## src/sv/ccna_pkg.sv

```systemverilog
package ccna_pkg;

  // Input transaction codes
  localparam logic [1:0] KIND_LOAD  = 2'd0;
  localparam logic [1:0] KIND_RATE  = 2'd1;
  localparam logic [1:0] KIND_READ  = 2'd2;
  localparam logic [1:0] KIND_CLEAR = 2'd3;

  // Result codes
  localparam logic RES_ASSIGN = 1'b0;
  localparam logic RES_READ   = 1'b1;

  // Fixed widths
  localparam int NORM_W  = 40;
  localparam int UNORM_W = 24;
  localparam int SUM_W   = 24;
  localparam int CNT_W   = 22;
  localparam int NUM_W   = SUM_W + 13;
  localparam int MUL_W   = 64;
  localparam int PROD_W  = 2 * MUL_W;

  localparam logic [SUM_W-1:0] SUM_MAX   = {SUM_W{1'b1}};
  localparam logic [CNT_W-1:0] CNT_MAX   = {CNT_W{1'b1}};
  localparam logic [15:0]      COS_ONE   = 16'd32768;
  localparam logic [5:0]       CNT_RESET = 6'd25;

  typedef struct packed {
    logic [1:0]  kind;
    logic [4:0]  cluster;
    logic [11:0] item;
    logic [15:0] centroid_value;
    logic [2:0]  rating;
    logic        last;
  } in_t;

  typedef struct packed {
    logic        result_kind;
    logic [4:0]  assigned_cluster;
    logic [15:0] cosine;
    logic [15:0] averaged_value;
    logic        overflow;
  } out_t;

  // One entry of the per-cluster, per-item accumulator memory
  typedef struct packed {
    logic [SUM_W-1:0] sum;
    logic [CNT_W-1:0] cnt;
  } acc_t;

endpackage

```

## src/sv/ccna_mul.sv

```systemverilog
module ccna_mul (
  input  logic                         clk,
  input  logic                         rst,
  input  logic                         start,
  input  logic [ccna_pkg::MUL_W-1:0]   a,
  input  logic [ccna_pkg::MUL_W-1:0]   b,
  output logic                         done,
  output logic [ccna_pkg::PROD_W-1:0]  p
);
  import ccna_pkg::*;

  localparam int HW = MUL_W / 2;

  logic [MUL_W-1:0]  a_r, b_r;
  logic [1:0]        ph;
  logic              busy;
  logic              pv;
  logic              plast;
  logic [MUL_W-1:0]  pp;
  logic [1:0]        psh;
  logic [PROD_W-1:0] acc;
  logic [HW-1:0]     a_part, b_part;
  logic [PROD_W-1:0] pp_sh;

  // ph[1] picks the half of a, ph[0] the half of b
  assign a_part = ph[1] ? a_r[MUL_W-1:HW] : a_r[HW-1:0];
  assign b_part = ph[0] ? b_r[MUL_W-1:HW] : b_r[HW-1:0];
  assign pp_sh  = PROD_W'(pp) << (HW * (int'(psh[1]) + int'(psh[0])));

  // four 32x32 partial products, one per cycle, added the cycle after
  always_ff @(posedge clk) begin
    if (rst) begin
      busy <= 1'b0;
      pv   <= 1'b0;
      done <= 1'b0;
    end else begin
      done <= 1'b0;
      pv   <= busy;
      if (start) begin
        busy <= 1'b1;
        ph   <= 2'd0;
        a_r  <= a;
        b_r  <= b;
        acc  <= '0;
      end else if (busy) begin
        ph <= ph + 2'd1;
        if (ph == 2'd3) begin
          busy <= 1'b0;
        end
      end
      if (busy) begin
        pp    <= a_part * b_part;
        psh   <= ph;
        plast <= (ph == 2'd3);
      end
      if (pv) begin
        acc <= acc + pp_sh;
        if (plast) begin
          done <= 1'b1;
        end
      end
    end
  end

  assign p = acc;

endmodule

```

## config.mk

```make
export PLATFORM = sky130hd
export DESIGN_NAME = ccna_mul
export DESIGN_NICKNAME = d
export VERILOG_FILES = /design/src/sv/ccna_pkg.sv /design/src/sv/ccna_mul.sv
export SDC_FILE = /design/constraint.sdc
export NUM_CORES = 2
export LEC_CHECK = 0
export BUFFER_PORTS_ARGS = -buffer_cell sky130_fd_sc_hd__buf_2
export CAP_MARGIN = 15
export CELL_PAD_IN_SITES_DETAIL_PLACEMENT = 1
export CELL_PAD_IN_SITES_GLOBAL_PLACEMENT = 1
export CORE_UTILIZATION = 51
export CTS_BUF_LIST = sky130_fd_sc_hd__clkbuf_8
export DETAILED_ROUTE_END_ITERATION = 7
export PLACE_DENSITY_LB_ADDON = 0.1
export SKIP_CTS_REPAIR_TIMING = 1
export SYNTH_ARGS = -nofsm -noshare
export SYNTH_HDL_FRONTEND = slang
export SYNTH_SLANG_ARGS = --single-unit
```

## constraint.sdc

```tcl
create_clock -name clk -period 12.4 [get_ports clk]
set_input_delay 1.86 -clock clk [delete_from_list [all_inputs] [get_ports clk]]
set_output_delay 1.86 -clock clk [all_outputs]
set_load 0.01 [all_outputs]
```

# Word-level counts from Yosys, hierarchy flattened
# Index checks and enable logic that the tools add are counted.
# word_totals
register_bits,328
input_bits,131
wordCells,34
# classes
addsub,3
multipliers,1
eq_ne,1
n_shift,1
muxes,9
bitwise,2
n_reduce_logical,7
# op_table
op,n
two-way mux 128 bit,2
adder 128 bit,1
left shift 64 x 7 -> 128 bit,1
multiplier 32 x 32 -> 64 bit,1
two-way mux 32 bit,2
AND reduction 2 bit,4
two-way mux 1 bit,4
nonzero test 2 bit,2
adder 1 x 1 -> 2 bit,1
"adder 2 x 1 -> 2 bit, second input constant",1
"== test 2 bit, second input constant",1
two-way mux 2 bit,1
inverter 1 bit,2
OR reduction 2 bit,1

# Longest topological paths before layout
# depth
ltp_word,4
ltp_mapped,33
depth_no_buf,29

# Worst setup path after synthesis
# OpenSTA, ideal clock, no wires.
# synth_path
kind,register -> register
start,register ph[1]
end,register pp[63] (data pin)
setup_ps,260
arrival_ps,8626
required_time_ps,12140
path_slack_ps,3514
stages_incl_launch_ff,32
n_path_buf,4
cell_sequence,edfxtp_1 clkbuf_1 buf_1 buf_1 mux2i_1 clkbuf_1 nor2_1 fa_1 fa_1 inv_1 fa_1 inv_1 fa_1 inv_1 fa_1 inv_1 fa_1 fa_1 inv_1 fa_1 inv_1 ha_1 a21oi_1 o21a_1 o21ai_0 a211o_1 a31o_2 a31oi_1 o21ai_1 a41o_1 a21oi_1 xnor2_1
# synth_between
elab_chain_cells,2
# synth_lines
element,line,text
"start, declared",ccna_mul.sv:15,logic [1:0] ph;
"start signal, assigned",ccna_mul.sv:46,ph <= ph + 2'd1;
two-way mux 32 bit,ccna_mul.sv:26,assign a_part = ph[1] ? a_r[MUL_W-1:HW] : a_r[HW-1:0];
multiplier 32 x 32 -> 64 bit,ccna_mul.sv:52,pp <= a_part * b_part;
"end signal, assigned",ccna_mul.sv:52,
"end, declared",ccna_mul.sv:19,logic [MUL_W-1:0] pp;
# No other way between the ends.
# A chain may end at the register's enable or synchronous reset.

# Final worst setup path
# layout_path
start,register ph[1]
end,register pp[61] (data pin)
# The elaborated chain is that of the path after synthesis.

==> metrics.md <==
| Metric | Value |
|---|---|
| CP Capture Type | flop |
| Via density | roughly 6 |
| Tcrit/Tclk final | between 70% and 80% |
| DP HPWL | about 170000 um |
| Number of global-route vias before repair | 48.84k |
| YS warnings | 0 |
| Slew headroom | between 15 and 20% |
| Clk_skew | between 0.1 and 0.15 ns |
| Maximum achievable frequency | 0.1063 GHz |
| Final WL | about 210000 um |
| Seq/Total Area, Yosys | between 10% and 20% |
| CTS tree | yes |
| Setup violators final | 0 |
| Placed cells | 7352 |
| Hold WC Path Type | flop to flop |
| RSZ-0062 raised after global routing | no |
| Via Count | between 40k and 50k |
| Worst-path fanout max | 22 |
| Syn-to-layout area delta | 7.650% |
| Synth Net Count | around 7.3k |
| DRT antenna net count | 0 |
| Die area | between 100000 and 150000 um2 |
| Finished Layout Cells | approximately 7.5k |
| DIE WIDTH | between 300 and 400 um |
| Max-slew violations | 0 |
| Clock sink count | about 330 |
| Share of layout cells above drive strength 1 | about 10% |
| Startpoint Class | flop |
| Final count of hold timing violations | 0 |
| Fin nets | about 7.4k |
| Total track usage | 39.49% |
| GRT Max-Usage Layer | met2 |
| Sum Neg Setup Slack | 0 ns |
| Synth Register Bits | 328 |
| CTS Buf Count | about 60 |
| Yosys cell types | 94 |
| Post-synth ARST share | 0% |
| DRT Pass-1 Iters | 6 |
| # port buffers | between 200 and 300 |
| Ys flop type | edfxtp_1 |
| R2r setup slk | approximately 3 ns |
| First-pass GRT wire length | 309900 um |
| Final instance area | a little under 60000 um2 |
| Starting Density | 51.46% |
| Worst path arrival time | about 10 ns |
| # H-tree levels | 2 |
| Met3 Use GR | just under 9% |
| Core area | between 100000 and 150000 um2 |
| CP Data Required Time | roughly 13 ns |
| Antenna violations before repair | 5 |
| Slew @ Worst Pin | about 1.2 ns |
| Num ports | 260 |
| GR Layer Usage met1 | a little under half |
| Outcome | complete, no violations |
| CTS Root Buffer Type | clkbuf_8 |
| Wire per inst | roughly 28 um |
| Overflow after GRT | 0 |
| Initial DRC count | between 3k and 4k |
| Commonest non-fill, non-tap cell in the layout | inv_1 |
| Max Cap Viol | 0 |
| Most frequent cells in the layout | inv_1, fa_1, nor2_1 |
| Post-Syn Area | approximately 54000 um2 |
| Number of remaining DRC errors | 0 |
| Syn Inst Count | roughly 6k |
| Die height | 327.9 um |
| Kind of critical path | flop to flop |
| CTS clk-pin slew, worst paths | ~0.06 ns |
| Number of synthesized flops with an enable pin | around 330 |
| Clock Latency Late Sink | a little over 0.8 ns |
| Met2 Use GR | approximately 65% |
| Tmin final | roughly 9.4 ns |
| GPL Wtd Cong | ~1 |
| Core Rows | between 100 and 150 |
| Largest net degree at the start of global routing | around 70 |
| Syn_area_per_cell | 9.155 um2 |
| Area of placed instances | ~57000 um2 |
| Clk buf depth | 3 |
[critical path, cell delays in order (launching register included)]
cell and delay (ns):
edfxtp_1 0.68, buf_4 0.46, mux2i_4 0.92, nor2_1 0.16, fa_1 0.53, fa_1 0.56
inv_1 0.06, fa_1 0.52, fa_1 0.53, inv_1 0.07, fa_1 0.58, fa_1 0.45
fa_1 0.50, inv_1 0.06, fa_1 0.50, inv_1 0.05, ha_1 0.38, a21o_1 0.20
a21o_1 0.17, a21o_1 0.19, a31oi_1 0.21, o221ai_1 0.14, a31oi_1 0.29, o21ai_1 0.18
a221oi_2 0.46, o31ai_1 0.17, xor2_1 0.16
[per-stage QoR]
| step | worst slack (ns) | hold slack (ns) | util [%] |
|---|---|---|---|
| floorplan | 3.514 | 0.4401 | - |
| global placement | 3.307 | 0.4722 | 54.11 |
| detailed placement | 3.003 | 0.5293 | 54.11 |
| CTS | 2.974 | 0.5451 | 55.34 |
| global route | 2.705 | 0.5620 | 55.39 |
| finish | 2.989 | 0.5542 | 55.39 |
[synth_stat cells (all sizes together) (59+ instances only)]
cell type / instances / area share, %
nand2: 658 / 4.6
xnor2: 99 / 1.6
mux2i: 113 / 2.1
a21oi: 276 / 2.6
ha: 392 / 9.1
edfxtp: 325 / 18
mux2: 64 / 1.3
a21o: 112 / 1.6
xor2: 59 / 0.95
nor2: 847 / 5.9
clkbuf: 261 / 1.8
o21ai: 149 / 1.4
o21bai: 61 / 0.85
fa: 897 / 33
nand4: 93 / 1.1
inv: 954 / 6.6
[worst paths after layout]
kind	endpoint	cells after the start	startpoint
hold / removal	done	2	plast
hold reg to reg	done	2	plast
setup reg to reg	pp[61]	26	ph[1]
setup / recovery	pp[61]	26	ph[1]
[flip-flops by register name (all words and copies together), names as in the netlist]
name and count:
psh 2, pp 64, b_r 64, plast 1, pv 1, busy 1, p 128, a_r 64
done 1, ph 2
[metal layers]
layer | vias up | share of wire (%)
met4 | 4 | 7.2
met5 | - | 0.011
li1 | 19240 | -
met3 | 606 | 8.5
met1 | 23170 | 38
met2 | 2090 | 47
[cells by family (layout without fill, tap and decap cells)]
family                   after synthesis  in the layout  synth area share [%]
buffers and inverters               1247           1407                 8.680
XOR/XNOR                             158            158                 2.555
flip-flops                           328            328                 18.13
AND/OR/NAND/NOR                     1895           1895                 14.91
other                                  0              2                     0
adder cells (fa/ha/maj)             1289           1289                 42.21
AO/OA/AOI/OAI                        823            823                 10.10
multiplexers                         177            177                 3.419
[final cells by class]
cell class                      count  area (um2)
Fill cell                       12230       46960
Inverter                          954        3585
Clock inverter                     51       441.7
Timing Repair Buffer              340        1948
Clock buffer                       62       853.3
Multi-Input combinational cell   4342       39920
Tap cell                         1391        1740
Sequential cell                   328        9821
Antenna cell                        2       5.005
Power is not shown: default switching activity piles up to over one toggle a cycle in this logic, so the estimate is an artifact.
