$ cat src/sv/ccna_pkg.sv
package ccna_pkg;

  // Input transaction codes
  localparam logic [1:0] KIND_LOAD  = 2'd0;
  localparam logic [1:0] KIND_RATE  = 2'd1;
  localparam logic [1:0] KIND_READ  = 2'd2;
  localparam logic [1:0] KIND_CLEAR = 2'd3;

  // Result codes
  localparam logic RES_ASSIGN = 1'b0;
  localparam logic RES_READ   = 1'b1;

  // Fixed widths
  localparam int NORM_W  = 40;
  localparam int UNORM_W = 24;
  localparam int SUM_W   = 24;
  localparam int CNT_W   = 22;
  localparam int NUM_W   = SUM_W + 13;
  localparam int MUL_W   = 64;
  localparam int PROD_W  = 2 * MUL_W;

  localparam logic [SUM_W-1:0] SUM_MAX   = {SUM_W{1'b1}};
  localparam logic [CNT_W-1:0] CNT_MAX   = {CNT_W{1'b1}};
  localparam logic [15:0]      COS_ONE   = 16'd32768;
  localparam logic [5:0]       CNT_RESET = 6'd25;

  typedef struct packed {
    logic [1:0]  kind;
    logic [4:0]  cluster;
    logic [11:0] item;
    logic [15:0] centroid_value;
    logic [2:0]  rating;
    logic        last;
  } in_t;

  typedef struct packed {
    logic        result_kind;
    logic [4:0]  assigned_cluster;
    logic [15:0] cosine;
    logic [15:0] averaged_value;
    logic        overflow;
  } out_t;

  // One entry of the per-cluster, per-item accumulator memory
  typedef struct packed {
    logic [SUM_W-1:0] sum;
    logic [CNT_W-1:0] cnt;
  } acc_t;

endpackage

$ cat src/sv/ccna_div.sv
module ccna_div (
  input  logic                        clk,
  input  logic                        rst,
  input  logic                        start,
  input  logic [ccna_pkg::NUM_W-1:0]  num,
  input  logic [ccna_pkg::CNT_W-1:0]  den,
  output logic                        done,
  output logic [ccna_pkg::NUM_W-1:0]  quo
);
  import ccna_pkg::*;

  localparam int KW = $clog2(NUM_W);

  logic [NUM_W-1:0] n_r;
  logic [CNT_W-1:0] d_r;
  logic [CNT_W-1:0] rem;
  logic [KW-1:0]    k;
  logic             busy;
  logic [CNT_W:0]   r_sh;
  logic             ge;
  logic [CNT_W-1:0] rem_nx;

  // restoring step: one quotient bit per cycle
  assign r_sh   = {rem, n_r[NUM_W-1]};
  assign ge     = (r_sh >= {1'b0, d_r});
  assign rem_nx = ge ? CNT_W'(r_sh - {1'b0, d_r}) : r_sh[CNT_W-1:0];

  always_ff @(posedge clk) begin
    if (rst) begin
      busy <= 1'b0;
      done <= 1'b0;
    end else begin
      done <= 1'b0;
      if (start) begin
        busy <= 1'b1;
        n_r  <= num;
        d_r  <= den;
        rem  <= '0;
        k    <= KW'(NUM_W - 1);
      end else if (busy) begin
        rem <= rem_nx;
        n_r <= {n_r[NUM_W-2:0], ge};
        k   <= k - KW'(1);
        if (k == '0) begin
          busy <= 1'b0;
          done <= 1'b1;
        end
      end
    end
  end

  assign quo = n_r;

endmodule

$ cat config.mk
export PLATFORM = sky130hd
export DESIGN_NAME = ccna_div
export DESIGN_NICKNAME = d
export VERILOG_FILES = /design/src/sv/ccna_pkg.sv /design/src/sv/ccna_div.sv
export SDC_FILE = /design/constraint.sdc
export NUM_CORES = 1
export LEC_CHECK = 0
export BUFFER_PORTS_ARGS = -buffer_cell sky130_fd_sc_hd__buf_4
export CORE_MARGIN = 2
export CORE_UTILIZATION = 60
export DETAILED_ROUTE_END_ITERATION = 6
export GPL_TIMING_DRIVEN = 0
export PLACE_DENSITY = 0.95
export SETUP_SLACK_MARGIN = 0.15
export SYNTH_ARGS = -nofsm -noshare
export SYNTH_HDL_FRONTEND = slang
export SYNTH_SLANG_ARGS = --single-unit
$ cat constraint.sdc
create_clock -name clk -period 10.99 [get_ports clk]
set_input_delay 1.6485 -clock clk [delete_from_list [all_inputs] [get_ports clk]]
set_output_delay 1.6485 -clock clk [all_outputs]
set_load 0.05 [all_outputs]
* Word level (Yosys, flattened, before mapping)
Index checks and enable logic that the tools add are counted.
** Cells by class
- Add/sub/neg operators :: 2
- $lt $le $gt $ge :: 1
- Mux-type cells :: 9
- Bitwise operators :: 2
- Reduce and logical (&&, ||, !) cells :: 5
** Operator list (number)
- 2-to-1 mux 37 bit :: 2
- 2-to-1 mux 22 bit :: 2
- greater-or-equal comparator 23 x 22 -> 1 bit :: 1
- subtractor 22 bit :: 1
- zero test 6 bit :: 1
- 2-to-1 mux 6 bit :: 1
- subtractor 6 x 1 -> 6 bit (second input constant) :: 1
- 2-to-1 mux 1 bit :: 4
- AND reduction 2 bit :: 2
- OR reduction 3 bit :: 1
- NOT 1 bit :: 2
- nonzero test 2 bit :: 1
** Word-level totals
- Register bits :: 89
- Input port bits :: 62

* Longest topological paths before layout
Gate-level depths: netlist of the first run.
- Word-level depth :: 4
- Mapped depth :: 12

* Worst setup path before layout of the first run
OpenSTA, ideal clock, no wires.
- Path type :: input to register
- From :: input start
- To :: register k[0], enable pin
- Library setup time :: 0.490 ns
- Arrival time :: 4.719 ns
- Required time :: 10.500 ns
- Setup slack :: 5.782 ns
- Cell stages on the path :: 3
- Buffers on the path :: 1
- Path through :: clkbuf_1 -> nor2_1 -> nor2_1
** On the way
- Cells in the longest elaborated chain, start to end :: 2
** Ends and longest elaborated chain
- from (decl) :: line ccna_div.sv:4 : input logic start,
- nonzero test 2 bit (no source line)
- AND reduction 2 bit (no source line)
- to (signal assigned) :: line ccna_div.sv:39 : k <= KW'(NUM_W - 1);
- to (signal assigned) :: line ccna_div.sv:43 : k <= k - KW'(1);
- to (decl) :: line ccna_div.sv:17 : logic [KW-1:0] k;
Every way passes these cells.
A chain may end at the register's enable or synchronous reset.

* Worst setup path in the final report of the first run
- From :: input start
- To :: register d_r[15], enable pin
** On the way
- Cells in the longest elaborated chain, start to end :: 1
** Ends and longest elaborated chain
- AND reduction 2 bit (no source line)
- to (signal assigned) :: line ccna_div.sv:37 : d_r <= den;
- to (decl) :: line ccna_div.sv:15 : logic [CNT_W-1:0] d_r;
Every way passes these cells.

==> out/qor.yml, run 1 <==
postCtsHoldBufs: 0
overflow: 0
instances_no_fill: 623
fin_nets: 603
total_power_mw: 0.930
numPortBuffers: 98
p_per_area_mw_per_mm2: 155
internal-power_mw: 0.612
cap_violations: 0
synth.area.top_cells: "edfxtp_1 54%, mux2_2 8.5%, ha_1 6.2%, nor2_1 3.1%, a21oi_1 2.4%"
synth_cells: 404
clock_skew_ns: 0.0166
antenna_found_initial: 0
syn_area_sq_mm: 0.00488
status: "complete, no violations"
grt_max_degree: 25
peakVddDrop_mv: 0.115
max_freq_mhz: 306
slowest_stage: "nor2_2"
yosysTopAreaCellShare: 0.535
p_leak_nw: 2.48
antenna_cells: 0
core_area_sq_mm: 0.00781
cp_max_fo: 12
seq_area_frac_synth: 0.544
slew_viol_final: 0
endpoint_kind: "flop"
synth_edf_count: 87
cts_sinks: 89
fin_crit_ns: 3.26
htreeDepth: 3
cts-root-buf: "clkbuf_8"
synth-seq-cells: 89
period_share: 0.297
drive_above_1_share: 0.345
clock_latency_ns: 0.37
syn_nets: 491
synth_warnings: 0
setup_viol: 0
cts_setup_buffers: 0
relSlewSlack: 0.506
wl_met2_um: 5900
synthArstFlopShare: 0
critPathKind: "in2reg"
synth.avg_cell_area_sq_um: 12.1
grt_pass1_wl_um: 18200
clockBufferDepth: 2
rows: 32
routed_wirelength_um: 11700
ys_top_cells_by_count: "87 x edfxtp_1, 40 x nor2_1, 37 x mux2_2"
synth.most_common_cell: "edfxtp_1"
power_switching_mw: 0.318
cts-resized-gates: 0
hold_viol_final: 0
rsz0062_at_grt: "false"
p_clk_frac: 0.240
hold_path.class: "reg2reg"
wl_per_cell_um: 18.8
area_growth_pct: 23.3
cp.arrival_ns: 3.34
wl_met1_um: 4520
required_ns: 11.07
vias_per_cell: 5.91
cts_buffers: 9
die_w_um: 94.2
drt_pass1_iterations: 5
initial_core_util: 0.625
hold_slack_ns: 0.495
wl_met3_um: 1100
slowest_delay_ns: 0.67
yosysTopAreaCell: "edfxtp_1"
ant_nets: 0
grt_usage: 0.273
cp-start-kind: "primary input"
power_frac_seq: 0.455
grt_pass1_vias: 3771
pin_count: 100
hpwlAfterDp_um: 8580
first_iter_violations: 245
drcViolationCount: 0
ys_types: 53
die_area_sq_mm: 0.00887
switching_share: 0.342
place_inst: 607
dr_total_vias: 3683
cts_tree: "done"
clk_pin_slew_worst_paths_ns: 0.10
place.gp.congestion: 0.966
synth_flop_cell: "edfxtp_1"
combPwrFrac: 0.304
top_layer_used: "met4"
die_h_um: 94.2
cp_cell_sequence: "clkbuf_1 > clkinv_1 > nor2_2 > buf_8"
worst_slew_pin_slew_ns: 0.739
tns_ns: 0
## area by class of cell
type                            count  area [sq um]
Clock inverter                      7          67.6
Timing Repair Buffer              101           806
Multi-Input combinational cell    272          2060
Inverter                           31           116
Tap cell                          102           128
Buffer                             12          61.3
Sequential cell                    89          2650
Fill cell                         467          1790
Clock buffer                        9           124
## power groups by stage
stage / sequential (mW) / combinational (mW) / clock [mW]
2_1_floorplan: 0.458 / 0.169 / 0
5_1_grt: 0.426 / 0.303 / 0.237
3_5_place_dp: 0.430 / 0.277 / 0
4_1_cts: 0.423 / 0.280 / 0.227
3_3_place_gp: 0.431 / 0.262 / 0
6_report: 0.423 / 0.283 / 0.224
## cells by family after synthesis
| kind of cell | count (synthesis) | synth area share |
|---|---|---|
| fa+ha+maj | 25 | 0.0656 |
| mux | 43 | 0.0977 |
| flops | 89 | 0.544 |
| simple gates | 97 | 0.0941 |
| xor+xnor | 20 | 0.0359 |
| buf+inv | 43 | 0.0364 |
| compound gates | 87 | 0.127 |
## flip-flops by register name, indices dropped and copies added (netlist names)
signal,count
quo,37
d_r,22
rem,22
k,6
busy,1
done,1
## final timing paths
| check | from | endpoint | slack, ns | cells past startpoint |
|---|---|---|---|---|
| worst max-delay path | start | d_r[15]$_DFFE_PP_ | 7.73 | 4 |
| worst min register to register | busy$_SDFF_PP0_ | done$_SDFF_PP0_ | 0.50 | 1 |
| worst min-delay path | busy$_SDFF_PP0_ | done$_SDFF_PP0_ | 0.50 | 1 |
| worst max register to register | quo[36]$_DFFE_PP_ | rem[14]$_SDFFCE_PP0P_ | 7.92 | 12 |
## cells in the final DEF (no fill, tap or decap), drive strengths merged, types with 2 or more instances in the layout
cell and count:
nor2 41, nor3 7, xnor2 11, mux2 37, a211oi 8, a21o 7
mux2i 6, nor2b 2, buf 107, nand4 4, nand2 29, dfxtp 2
o21ai 20, o21a 7, o221ai 2, o21bai 3, clkbuf 15, inv 35
clkinv 2, ha 24, edfxtp 87, xor2 9, o211ai 2, a21oi 27
a211o 2, nand3 4, o22ai 2, and3 4
## per-stage QoR
stage	instance area, sq um	util	setup slack [ns]
6_report	6010	0.770	7.73
5_1_grt	6010	0.770	7.64
4_1_cts	6010	0.770	7.75
3_5_place_dp	5820	0.746	7.36
3_3_place_gp	5740	0.736	4.51
2_1_floorplan	4880	-	5.78
## critical path: cells and delay by family
family | cells | cell delay [ns]
buffers and inverters | 3 | 1.01
and+or+nand+nor | 1 | 0.67
## layer usage
layer  global-route usage  vias up
li1                     -     1713
met1                0.311     1746
met2                0.473      199
met3               0.0963       25
met4               0.0942        0
met5                    0        -
No activity file was read; power rests on OpenSTA's default activity.
==> run 2: changes to the inputs <==
--- a/config.mk
+++ b/config.mk
@@ -7,10 +7,10 @@
 export LEC_CHECK = 0
 export BUFFER_PORTS_ARGS = -buffer_cell sky130_fd_sc_hd__buf_4
 export CORE_MARGIN = 2
-export CORE_UTILIZATION = 60
+export CORE_UTILIZATION = 50
 export DETAILED_ROUTE_END_ITERATION = 6
 export GPL_TIMING_DRIVEN = 0
-export PLACE_DENSITY = 0.95
+export PLACE_DENSITY = 0.86
 export SETUP_SLACK_MARGIN = 0.15
 export SYNTH_ARGS = -nofsm -noshare
 export SYNTH_HDL_FRONTEND = slang
==> constraint.sdc (replaced) <==
create_clock -name clk -period 2.75 [get_ports clk]
set_input_delay 0.4125 -clock clk [delete_from_list [all_inputs] [get_ports clk]]
set_output_delay 0.4125 -clock clk [all_outputs]
set_load 0.05 [all_outputs]
==> run 2 against run 1 <==
The run now ends with setup timing left. Sequential share of layout area shrank 1.4 points. Sequential power grew to 4.0 times the previous value. Worst setup slack lost 7.7 ns. Critical path depth grew 8. Count of clock-buffer cells in the layout is the same. Die area grew 19%. Routed wire length grew 0.72%. Clock skew shrank 0.0048 ns. Combinational power grew to 4.3 times the previous value. Critical path type is now reg2reg. Critical endpoint is now rem[14]$_SDFFCE_PP0P_.
==> out/qor.yml, run 2 (synthesized netlist as in run 1, its figures left out) <==
status: "complete, but fails checks"
violations: "setup timing"
drive_above_1_share: 0.380
antenna_cells: 0
clockBufferDepth: 2
cp_max_fo: 2
dp_slack_ns: -0.130
whs_path_depth: 1
postCtsHoldBufs: 0
cp_top_family: "compound AO/OA/AOI/OAI gates"
setup_ws_ns: -0.00506
fillers: 718
antenna_found_initial: 0
r2r-start: "quo[36]$_DFFE_PP_"
setup_viol: 1
multiInputGateArea_sq_mm: 0.00214
core_area_sq_mm: 0.00964
cts_buffers: 9
peakVddDrop_mv: 0.380
initial_core_util: 0.506
critPathBufInv: 2
die_area_sq_mm: 0.0106
hold_path.class: "in2reg"
cts-root-buf: "clkbuf_8"
cap_violations: 0
p_per_area_mw_per_mm2: 604
final_common_cell: "buf_4"
regArea_sq_mm: 0.00265
holdCritStartpoint: "den[8]"
grt_pass1_wl_um: 18700
rsz0062_at_grt: "true"
clk_pin_slew_worst_paths_ns: 0.10
slowest_delay_ns: 0.41
critPathKind: "reg2reg"
wl_per_cell_um: 17.8
p_leak_nw: 2.52
fin_nets: 613
drt_pass1_iterations: 6
largest_register_ffs: 37
clock_latency_ns: 0.38
rows: 36
die_h_um: 103
grt_pass1_vias: 3775
die_w_um: 103
clock_skew_ns: 0.0119
endpoint_kind: "flop"
area_growth_pct: 27.2
cp-start-kind: "flop"
slew_viol_final: 0
vias_per_cell: 5.52
crit_top_cell: "a21oi_4"
dr_total_vias: 3667
cts_sinks: 89
worst_slew_pin_slew_ns: 0.719
drcViolationCount: 0
fin_crit_ns: 2.76
cp_cell_sequence: "inv_1 > ha_2 > inv_2 > fa_2 > a21o_1 > a21oi_4 > o21ai_2 > a21oi_4 > a21oi_2 > o21a_1 > or3b_1 > a311oi_2"
cp.arrival_ns: 2.95
required_ns: 2.95
max_freq_mhz: 363
first_iter_violations: 186
overflow: 0
pin_count: 100
placed_cell_area_sq_mm: 0.00586
ant_nets: 0
relSlewSlack: 0.520
routed_wirelength_um: 11800
numPortBuffers: 98
r2r_cells: 12
r2r_end: "rem[14]$_SDFFCE_PP0P_"
grt_usage: 0.235
final_cell_mix: "108 x buf_4, 87 x edfxtp_1, 37 x mux2_2, 37 x nor2_1"
hold_viol_final: 0
postLayoutCellArea_sq_mm: 0.00621
period_share: 1.00
cts_tree: "done"
hold_end: "d_r[8]$_DFFE_PP_"
grt_max_degree: 31
htreeDepth: 3
ff2ff_setup_slack_ns: -0.005
hpwlAfterDp_um: 8570
place.gp.congestion: 0.920
slowest_stage: "edfxtp_1"
-- run 2: changes by cell type in the layout (fill, tap and decap cells not counted), sizes merged --
cell / previous run / this run
buf: 107 / 117
clkinv: 2 / 4
clkinvlp: 1 / 2
inv: 35 / 32
-- run 2: worst max-delay path by stage --
stage / slack [ns] / to / depth (start not counted) / start
floorplan: -0.16 / rem[14]$_SDFFCE_PP0P_ / 12 / quo[36]$_DFFE_PP_
global placement: -0.41 / d_r[12]$_DFFE_PP_ / 3 / start
detailed placement: -0.13 / rem[14]$_SDFFCE_PP0P_ / 12 / quo[36]$_DFFE_PP_
CTS: 0.06 / rem[14]$_SDFFCE_PP0P_ / 12 / quo[36]$_DFFE_PP_
global route: -0.11 / rem[14]$_SDFFCE_PP0P_ / 12 / quo[36]$_DFFE_PP_
finish: -0.005 / rem[14]$_SDFFCE_PP0P_ / 12 / quo[36]$_DFFE_PP_
-- run 2: through the flow --
step                      hold WS, ns  setup TNS [ns]   util  total power, mW  cells
after floorplan                 0.458          -0.157      -             2.51    404
after global placement          0.469           -9.66  0.602             2.78    635
after detailed placement        0.483          -0.468  0.608             2.83    638
after CTS                       0.199               0  0.639             3.73    661
after global routing            0.197          -0.229  0.644             3.92    664
final                           0.208        -0.00506  0.644             3.75    664
-- run 2: cell type report --
type	count	share of cell area
Buffer	12	0.0111
Tap cell	133	0.0268
Sequential cell	89	0.427
Timing Repair Buffer	111	0.142
Multi-Input combinational cell	272	0.345
Clock inverter	7	0.00887
Clock buffer	9	0.0200
Inverter	31	0.0187
-- run 2: per-layer routing --
metal | vias to the layer above | track usage | part of all wire
met3 | 22 | 0.0834 | 0.090
met1 | 1757 | 0.283 | 0.40
met5 | - | 0 | 0
li1 | 1736 | - | -
met2 | 152 | 0.391 | 0.49
met4 | 0 | 0.0921 | 0.022
-- run 2: worst register-to-register path, cell delays in order, from the launching register on --
cell	delay [ns]
edfxtp_1	0.41
inv_1	0.08
ha_2	0.19
inv_2	0.04
fa_2	0.35
a21o_1	0.21
a21oi_4	0.17
o21ai_2	0.09
a21oi_4	0.16
a21oi_2	0.07
o21a_1	0.21
or3b_1	0.37
a311oi_2	0.24
-- run 2: timing repair --
action	CTS	global route
resized for setup	10	9
endpoints found under the setup margin	22	22
pin swaps	13	4
buffers inserted	7	3
-- run 2: power breakdown --
group | internal [mW] | switching, mW
Sequential | 1.63 | 0.0591
Clock | 0.336 | 0.512
Combinational | 0.518 | 0.694
Total | 2.49 | 1.27
